### config.mk
export PLATFORM = sky130hd
export DESIGN_NAME = hsd_out_stage
export DESIGN_NICKNAME = d
export VERILOG_FILES = /design/src/rtl/hsd_pkg.sv /design/src/rtl/hsd_out_stage.sv
export SDC_FILE = /design/constraint.sdc
export NUM_CORES = 1
export LEC_CHECK = 0
export BUFFER_PORTS_ARGS = -buffer_cell sky130_fd_sc_hd__buf_2
export CAP_MARGIN = 0
export CORE_AREA = 5 5 42 44
export DETAILED_ROUTE_END_ITERATION = 6
export DIE_AREA = 0 0 47 49
export HOLD_SLACK_MARGIN = 0.1
export PLACE_DENSITY = 0.64
export SLEW_MARGIN = 5
export SYNTH_ARGS = -nofsm -noshare
export SYNTH_HDL_FRONTEND = slang
export SYNTH_SLANG_ARGS = --single-unit
export TNS_END_PERCENT = 20
### constraint.sdc
create_clock -name clk -period 1.4 [get_ports clk]
set_clock_uncertainty 0.15 [all_clocks]
set_input_delay 0.35 -clock clk [delete_from_list [all_inputs] [get_ports clk]]
set_output_delay 0.35 -clock clk [all_outputs]
set_load 0.01 [all_outputs]
### src/rtl/hsd_pkg.sv
// Shared types and constants for the Huffman stream decoder.
package hsd_pkg;

  localparam int SHAPE_W = 10;

  localparam logic [1:0] STAT_SYMBOL  = 2'd0;
  localparam logic [1:0] STAT_DONE    = 2'd1;
  localparam logic [1:0] STAT_DAMAGED = 2'd2;

  typedef enum logic [2:0] {
    PH_HEADER,
    PH_SHAPE,
    PH_LEAVES,
    PH_DATA,
    PH_TAIL,
    PH_SKIP
  } phase_t;

  typedef enum logic [4:0] {
    S_IDLE,
    S_DISPATCH,
    S_SHAPE,
    S_ADD1,
    S_ADD2,
    S_CLIMB_B,
    S_CLIMB_C,
    S_SHEND,
    S_FIN,
    S_FIN_CHK,
    S_LEAF_W,
    S_DATA,
    S_DATA_B,
    S_DATA_C,
    S_DEND,
    S_END,
    S_FLUSH
  } state_t;

  typedef struct packed {
    logic [7:0] symbol;
    logic [1:0] status;
    logic       last;
  } result_t;

endpackage

### src/rtl/hsd_out_stage.sv
// Output register that holds one result beat until the sink takes it.
module hsd_out_stage (
  input  logic             clk,
  input  logic             rst_n,
  input  logic             push_valid,
  input  hsd_pkg::result_t push_data,
  output logic             push_space,
  output logic             out_tvalid,
  input  logic             out_tready,
  output logic [7:0]       out_tdata,   // symbol
  output logic [1:0]       out_tuser,   // status
  output logic             out_tlast
);
  import hsd_pkg::*;

  logic    out_v_r, out_v_nxt;
  result_t out_d_r, out_d_nxt;

  assign push_space = !out_v_r || out_tready;

  always_comb begin
    out_v_nxt = out_v_r;
    out_d_nxt = out_d_r;
    if (push_space) begin
      out_v_nxt = push_valid;
      if (push_valid) begin
        out_d_nxt = push_data;
      end
    end
  end

  always_ff @(posedge clk) begin
    if (!rst_n) begin
      out_v_r <= 1'b0;
    end else begin
      out_v_r <= out_v_nxt;
    end
    out_d_r <= out_d_nxt;
  end

  assign out_tvalid = out_v_r;
  assign out_tdata  = out_d_r.symbol;
  assign out_tuser  = out_d_r.status;
  assign out_tlast  = out_d_r.last;

endmodule

### After elaboration in Yosys (flattened, before gate mapping)

Cells that the tools add are included.

| operators by class | value |
|---|---|
| reductions and logical operators | 3 |

Operators with widths:

| kind | number |
|---|---|
| AND reduction 2 bit | 1 |
| logical NOT 1 bit | 1 |
| logical OR 1 bit | 1 |

| storage, ports and cells | value |
|---|---|
| bits in registers | 12 |
| input bits | 15 |
| logic and storage cells | 7 |

### Logic depth before layout (Yosys ltp)

Gate-level depths: netlist (run 1).

| depth | value |
|---|---|
| depth after elaboration | 3 |
| depth in mapped cells | 2 |

### Least setup slack after synthesis (run 1)

OpenSTA, ideal clock, no wires.

| timing | value |
|---|---|
| path type | in2reg |
| start | input out_tready |
| end | register out_d_r (netlist bit out_tdata[0]) (enable) |
| library setup time | 0.304 ns |
| data arrival time | 0.684 ns |
| data required time | 0.946 ns |
| setup slack | 0.261 ns |
| stages on the path | 2 |
| cell sequence | nand2b_4 and2_4 |

| on the way | value |
|---|---|
| word-level cells in the longest chain between the ends | 2 |

RTL lines:

| element | line | source |
|---|---|---|
| start: declaration | hsd_out_stage.sv:9 | `input logic out_tready,` |
| logical OR 1 bit | hsd_out_stage.sv:19 | `assign push_space = !out_v_r \|\| out_tready;` |
| AND reduction 2 bit (no source line) | n/a |  |
| end signal: assignment | hsd_out_stage.sv:38 | `out_d_r <= out_d_nxt;` |
| end: declaration | hsd_out_stage.sv:17 | `result_t out_d_r, out_d_nxt;` |

No other way between the ends.
A chain may end at the register's enable or synchronous reset.

### Worst setup path after layout (run 1)

| timing | value |
|---|---|
| start | register out_v_r (netlist: out_tvalid) |
| end | output push_space |

| on the way | value |
|---|---|
| word-level cells in the longest chain between the ends | 2 |

RTL lines:

| element | line | source |
|---|---|---|
| start: declaration | hsd_out_stage.sv:16 | `logic out_v_r, out_v_nxt;` |
| start signal: assignment | hsd_out_stage.sv:36 | `out_v_r <= out_v_nxt;` |
| logical NOT 1 bit | hsd_out_stage.sv:19 |  |
| logical OR 1 bit | hsd_out_stage.sv:19 |  |
| end: declaration | hsd_out_stage.sv:7 | `output logic push_space,` |

No other way between the ends.

==> results of run 1 <==
==> layout by cell type (no fill, tap or decap) <==
| cell type | synthesis | routed |
|---|---|---|
| sky130_fd_sc_hd__buf_2 | 0 | 27 |
| sky130_fd_sc_hd__edfxtp_1 | 11 | 11 |
| sky130_fd_sc_hd__dlygate4sd3_1 | 0 | 7 |
| sky130_fd_sc_hd__clkbuf_4 | 0 | 3 |
| sky130_fd_sc_hd__nand2b_4 | 1 | 1 |
| sky130_fd_sc_hd__inv_1 | 1 | 1 |
| sky130_fd_sc_hd__a21boi_2 | 1 | 1 |
| sky130_fd_sc_hd__and2_4 | 1 | 1 |
| sky130_fd_sc_hd__clkbuf_8 | 0 | 1 |
| sky130_fd_sc_hd__dfxtp_2 | 0 | 1 |
==> routing by layer <==
metal | up-vias | track usage
met5 | - | 0
met1 | 138 | 0.06993
met3 | 0 | 0.04428
met4 | 0 | 0.05530
li1 | 136 | -
met2 | 16 | 0.1176
==> state kept, by name, summed over array words and instances (netlist names) <==
register,flops
out_tuser,2
out_tlast,1
out_tdata,8
out_tvalid,1
==> worst min-delay path by stage <==
stage                 startpoint            to  cells past startpoint
CTS                 push_data[1]  out_tuser[0]                      1
global route        push_data[0]     out_tlast                      1
detailed placement    out_tvalid    out_tvalid                      2
floorplan           push_data[3]  out_tdata[0]                      0
global placement      out_tvalid    out_tvalid                      2
finish              push_data[0]     out_tlast                      1
==> what timing repair did <==
action / 4_1_cts / 5_1_grt
gates resized for setup: 0 / 1
hold buffers: 3 / 4
endpoints found under the hold margin: 3 / 4
setup endpoints to repair: 0 / 1
==> through the flow <==
| stage | area, um^2 | std cells |
|---|---|---|
| final | 650.6 | 70 |
| after global routing | 650.6 | 70 |
| after CTS | 609.3 | 66 |
| after detailed placement | 543.0 | 59 |
| after global placement | 543.0 | 59 |
| after floorplan | 387.9 | 16 |
==> cell families after synthesis <==
group | share of synthesized area
flip-flops | 0.9032
buffers and inverters | 0.009668
AO/OA/AOI/OAI | 0.02903
AND/OR/NAND/NOR | 0.05806
==> area by class of cell <==
class / count / area (um^2)
fillers: 146 / 750.7
flip-flops and latches: 12 / 351.6
repair buffers: 34 / 205.2
clock buffers: 4 / 36.28
multi-input cells: 3 / 33.78
well taps: 16 / 20.02
inverters: 1 / 3.754
==> power by group through the flow <==
stage | Sequential, uW | Combinational [uW] | Clock, uW
6_report | 422 | 83.3 | 269
5_1_grt | 424 | 90.4 | 296
4_1_cts | 422 | 75.8 | 276
3_5_place_dp | 430 | 69.4 | 0
3_3_place_gp | 429 | 67.6 | 0
2_1_floorplan | 441 | 14.9 | 0
==> cells in the mapped netlist, drive strengths merged <==
| cell | n |
|---|---|
| a21boi | 1 |
| and2 | 1 |
| dfxtp | 1 |
| edfxtp | 11 |
| inv | 1 |
| nand2b | 1 |
==> results.md, run 1 <==
Clock tree:
- The later pin in the worst-skew pair is clocked with a latency of 0.27 ns.
- The clock sink count is 12.
- The clock tree from TritonCTS is built.
- The clock tree buffer depth is 2.
- The number of H-tree levels is 1.
- The clock edge transition at the registers on the reported setup and hold paths is 0.08 ns.
- The root buffer cell is sky130_fd_sc_hd__clkbuf_4.
- The number of buffers added by the clock tree synthesis step is 3.
- In this run the post-CTS setup repair buffer count came out at 0.

Route:
- Using the TritonRoute via totals, the vias-per-cell ratio works out to 4.143.
- The count of routing violations after the opening detailed-route iteration is 3.
- The highest layer touched by signal routing is met3.
- For this block, the via count after detailed routing is 290.
- The remaining number of nets flagged by the antenna check after routing is 0.
- The wire length on met2 is 530 um.
- After detailed routing, the total wire length is 894 um.
- The met1 routed wirelength after detailed routing is 272 um.
- The routed length on met3 is 91 um.
- In the final routed layout, each cell accounts on average for 12.77 um.
- The number of DRC violations after detailed routing is 0.
- Before antenna repair, the detailed router went through 4 iterations.

Floorplan:
- The die covers 0.002303 mm^2.
- The floorplan die height is 49 um.
- For this design the top-level I/O count stands at 28.
- The die outline width is 47 um.
- The initialized floorplan defines 14 standard-cell rows.
- The placeable core region is 0.001401 mm^2.
- The starting density of the core is 0.2768.

Synth:
- Synthesis inferred 12 register bits.
- The sequential share of the synthesized area is 0.9032.
- By area the synthesized netlist is led by sky130_fd_sc_hd__edfxtp_1, sky130_fd_sc_hd__dfxtp_1, sky130_fd_sc_hd__nand2b_4.
- After synthesis the cells add up to 387.9 um^2.
- During synthesis, Yosys emitted a total of 0 warnings.
- The synthesized instance count is 16.
- Synthesis instantiated 6 different standard cells from the library.
- The synthesized area per cell is 24.24 um^2.
- The fraction of synthesized cell area taken by the top area cell type is 0.8516.
- Counting every net in the synthesized netlist gives 31.
- Of all cell types, the one taking the most synthesized area is sky130_fd_sc_hd__edfxtp_1.

Setup path:
- The largest stage delay on the critical path is 0.36 ns.
- The capture point of the worst path is push_space.
- The data arrival time of the worst path is 0.82 ns.
- The startpoint type of the worst setup path is a flop.
- The signal on the critical path passes through nand2b_4, buf_2.
- Counting cells, the worst reg-to-reg path comes to 2.
- The endpoint of the lowest-slack register-to-register path is out_tlast.
- Of all nets on the critical path, the largest fanout is 3.
- STA classifies the critical path endpoint as a primary output.
- At the worst endpoint, the required time is 0.90 ns.
- The critical path runs through a total of 2 cells.
- The critical path startpoint is out_tvalid.
- The cell class contributing the biggest share of worst-path delay is flip-flops.
- The reg-to-reg startpoint is out_tvalid.
- The largest individual stage delay along the critical path comes from the cell sky130_fd_sc_hd__dfxtp_2.
- The worst setup path category is flop to primary output.
- The setup check on the worst reg-to-reg path leaves a slack of 0.31 ns.
- The number of buffers and inverters on the critical path is 1.

Pwr:
- The share of total power dissipated in sequential elements is 0.545.
- The analysis attributes to net switching a power of 154.0 uW.
- Of the total power, the share spent switching nets is 0.1989.
- Summing internal, switching and leakage power gives 774.2 uW.
- The cell-internal power is 620.2 uW.
- The total power per unit cell area is 1190 mW/mm^2.
- The leakage power is 0.0002917 uW.
- The logic gate share of total power is 0.108.
- The worst IR drop on VDD is 0.4493 mV.
- Of the total power, the clock network draws 0.348.

STA:
- The slew at the pin closest to its max-slew limit is 0.1518 ns.
- The number of endpoints with negative hold slack in the final report was 0.
- In the finished design, the share of the clock period the worst path needs comes to 0.9459.
- For this run, the top clock speed supported by timing is 755.2 MHz.
- Setup repair after global routing left no endpoint under its margin.
- Subtracting the final worst setup slack from the clock period gives 1.324 ns.
- The minimum setup slack in the final design is 0.07576 ns.
- The number of setup violations in the final report is 0.
- The worst slew margin relative to its limit is 0.8988.
- The number of max-slew violations in the final report is 0.
- The final-layout setup total negative slack is 0 ns.
- The worst hold-check slack is 0.1103 ns.

Cells and area:
- The final core utilization is 0.4643.
- Of the cells placed in the final design, the portion with a size suffix greater than 1 is 0.6481.
- The antenna diode count is 0.
- Compared with the post-synthesis result, the final layout area differs by 67.74%.
- For this run, the post-layout net count is 70.

Worst hold path:
- The class of the worst hold path is input pin to flop.

Global route:
- The remaining global-route overflow is 0.
- In the global route stage, overall resource usage came out at 0.07604.
- The number of antenna violations at the first check in global routing is 0.
- The global-route wire length before repair is 1.076 mm.
- The largest net degree at the start of global routing is 12.
- The number of global-route vias before repair is 242.

Flow run:
- The total of max-cap violations is 0.

Placement:
- At the end of routability-driven placement, the weighted congestion stood at 0.5747.
- During placement, the flow inserted port buffers numbering 27.
- The worst slack at placement is 0.1629 ns.

Outcome:
- The flow ran to the end, and the final reports show no timing, DRC or antenna violations.
(Power assumes the default switching activity.)
==> run 2: changes to the inputs <==
Settings changed: RECOVER_POWER set to 50.
==> results.md, run 2 (synthesis results as in run 1) <==
Outcome:
- The flow ran to the end, and the final reports show no timing, DRC or antenna violations.

Pwr:
- For this design the total switching power over the nets is 154.7 uW.
- Of the total power, the share spent switching nets is 0.1999.
- The leakage power is 0.0002900 uW.
- The logic gate share of total power is 0.105.
- The total power per unit cell area is 1192 mW/mm^2.
- The worst IR drop on VDD is 0.4494 mV.
- The cell-internal power is 619.1 uW.
- The sequential power share is 0.545.
- The portion of total power attributed to the clock network is 0.350.

Setup path:
- Across all register-to-register paths, the minimum setup slack is 0.23 ns.
- The startpoint type of the worst setup path is a flop.
- STA classifies the critical path endpoint as a primary output.
- Walking the worst path, the cells encountered are nand2b_4, buf_2.
- The cell with the biggest individual delay on the critical path is sky130_fd_sc_hd__dfxtp_2.
- On the critical path the largest part of the delay comes from flip-flops.
- Of all nets on the critical path, the largest fanout is 3.
- The critical path in this run is classified as flop to primary output.
- Data on the critical path arrives at its endpoint at 0.82 ns.
- The worst endpoint required time is 0.90 ns.
- Counting both buffers and inverters, the worst setup path holds a total of 1.
- The largest stage delay on the critical path is 0.36 ns.

Placement:
- The placer congestion estimate is 0.5747.
- The count of buffers from port buffering is 27.
- In this run the cell area measured after placement is 543.0 um^2.
- The total instance count after detailed placement is 59.

STA:
- The number of endpoints with negative hold slack in the final report is 0.
- Measured against its own limit, the worst slew margin works out to 0.8339.
- The slew at the pin closest to its max-slew limit is 0.2492 ns.
- Setup repair after global routing left no endpoint under its margin.
- The number of max-slew violations in the final report is 0.
- The number of setup violations in the final report is 0.
- The share of the clock period used by the worst path is 0.9457.
- Subtracting the final worst setup slack from the clock period gives 1.324 ns.
- The final-layout setup total negative slack is 0 ns.
- Timing would allow up to 755.3 MHz.

Cells and area:
- Once layout is complete, the utilization of the core stands at 0.4634.
- The library cell used most frequently in the layout, excluding fill and tap cells, is sky130_fd_sc_hd__buf_2.
- The number of flip-flops in the largest register is 8.
- The number of nets in the layout is 70.
- Compared with the post-synthesis result, the final layout area differs by 67.42%.
- The final non-filler cell area is 649.4 um^2.
- The top cell types in the final layout, fill and taps aside, are sky130_fd_sc_hd__buf_2, sky130_fd_sc_hd__edfxtp_1, sky130_fd_sc_hd__dlygate4sd3_1.
- The repair_antennas step left the layout with diodes totalling 0.
- The count of filler cells inserted in the layout is 147.
- In the final layout, the share of cells above drive strength 1 is 0.6481.
- After the flow finishes, the layout carries non-filler instances totaling 70.

Route:
- In this run, the number of DRC markers left after iteration 0 of detailed routing was 3.
- In the routed layout, each cell is associated on average with a via count of 4.100.
- The average wire per standard cell is 12.71 um.
- The final route contains 287 vias.
- The total length of routed wires is 890 um.
- The remaining number of nets flagged by the antenna check after routing is 0.
- For this run, design rule violations remaining after detail routing come to 0.
- For this run, the detailed router's first-pass iteration total came to 6.

Global route:
- The fraction of met1 tracks used by global routing is 0.06993.
- The global-route met2 utilization is 0.1176.
- The all-layer global routing usage is 0.07604.
- The first global-routing pass estimated 1.076 mm of wire.
- In this run the most used layer during global routing was met2.
- Global routing finished with a remaining overflow of 0.
- For this run, global-route usage on met3 was measured as 0.04428.
- The number of antenna violations at the first check in global routing is 0.
- The largest net degree at the start of global routing is 12.
- The number of global-route vias before repair is 242.

Clock tree:
- The clock sink count is 12.
- In this run the deepest clock path goes through 2 buffers.
- The setup fix buffers added after clock tree synthesis is 0.
- The number of H-tree levels is 1.
- The number of buffers added by the clock tree synthesis step is 3.
- After clock tree synthesis, the clock-pin slew on the worst setup and hold paths is 0.07 ns.
- The clock tree from TritonCTS is built.
- The root buffer cell is sky130_fd_sc_hd__clkbuf_4.
- At the later pin of the worst-skew pair, clock insertion delay measures 0.27 ns.

Flow run:
- Max-cap violations in this run came to 0.

Floorplan:
- The number of top-level pins is 28.
- The core region is 0.001401 mm^2.
- The starting density of the core is 0.2768.
- The floorplan die height is 49 um.
- In this run the horizontal extent of the chip is 47 um.
- The number of cell rows is 14.
- The die covers 0.002303 mm^2.

Worst hold path:
- In this run the worst hold path is classified as input pin to flop.
[run 2: changes by cell type in the layout (fill, tap and decap cells not counted)]
cell,delta
sky130_fd_sc_hd__and2_4,-1
sky130_fd_sc_hd__and2_2,+1
[run 2: cell type report]
class                           instances  area, um^2  share of cell area
Sequential cell                        12       351.6              0.5414
Timing Repair Buffer                   34       205.2              0.3160
Multi-Input combinational cell          3       32.53             0.05010
Tap cell                               16       20.02             0.03083
Clock buffer                            4       36.28             0.05588
Inverter                                1       3.754            0.005780
[run 2: final timing paths]
kind,start,depth (start not counted),to
max reg2reg,out_tvalid,2,out_tlast
min reg2reg,out_tvalid,2,out_tvalid
min,push_data[9],1,out_tdata[6]
max,out_tvalid,2,push_space
[run 2: power by group through the flow]
| stage | Combinational (uW) | Sequential (uW) | Clock [uW] |
|---|---|---|---|
| 2_1_floorplan | 14.9 | 441 | 0 |
| 3_3_place_gp | 67.6 | 429 | 0 |
| 3_5_place_dp | 69.4 | 430 | 0 |
| 6_report | 81.4 | 422 | 270 |
| 4_1_cts | 75.8 | 422 | 276 |
| 5_1_grt | 89.0 | 424 | 296 |
[run 2: stage by stage]
step	power, uW	setup slack, ns	hold WS (ns)
detailed placement	499.8	0.1629	0.3466
finish	773.8	0.07604	0.1087
floorplan	456.4	0.2613	0.2989
CTS	773.7	0.03347	0.1002
global placement	496.5	0.1762	0.3472
global route	808.5	0.03274	0.1022
[run 2: metal layers]
metal	vias to the layer above	wire length (um)
met1	133	273
met3	2	93
met2	16	516
li1	136	-
met5	-	0
met4	0	7
[run 2: what timing repair did]
action | CTS | global route
endpoints found under the setup margin | 0 | 1
endpoints found under the hold margin | 3 | 4
hold buffers | 3 | 4
resized for setup | 0 | 1
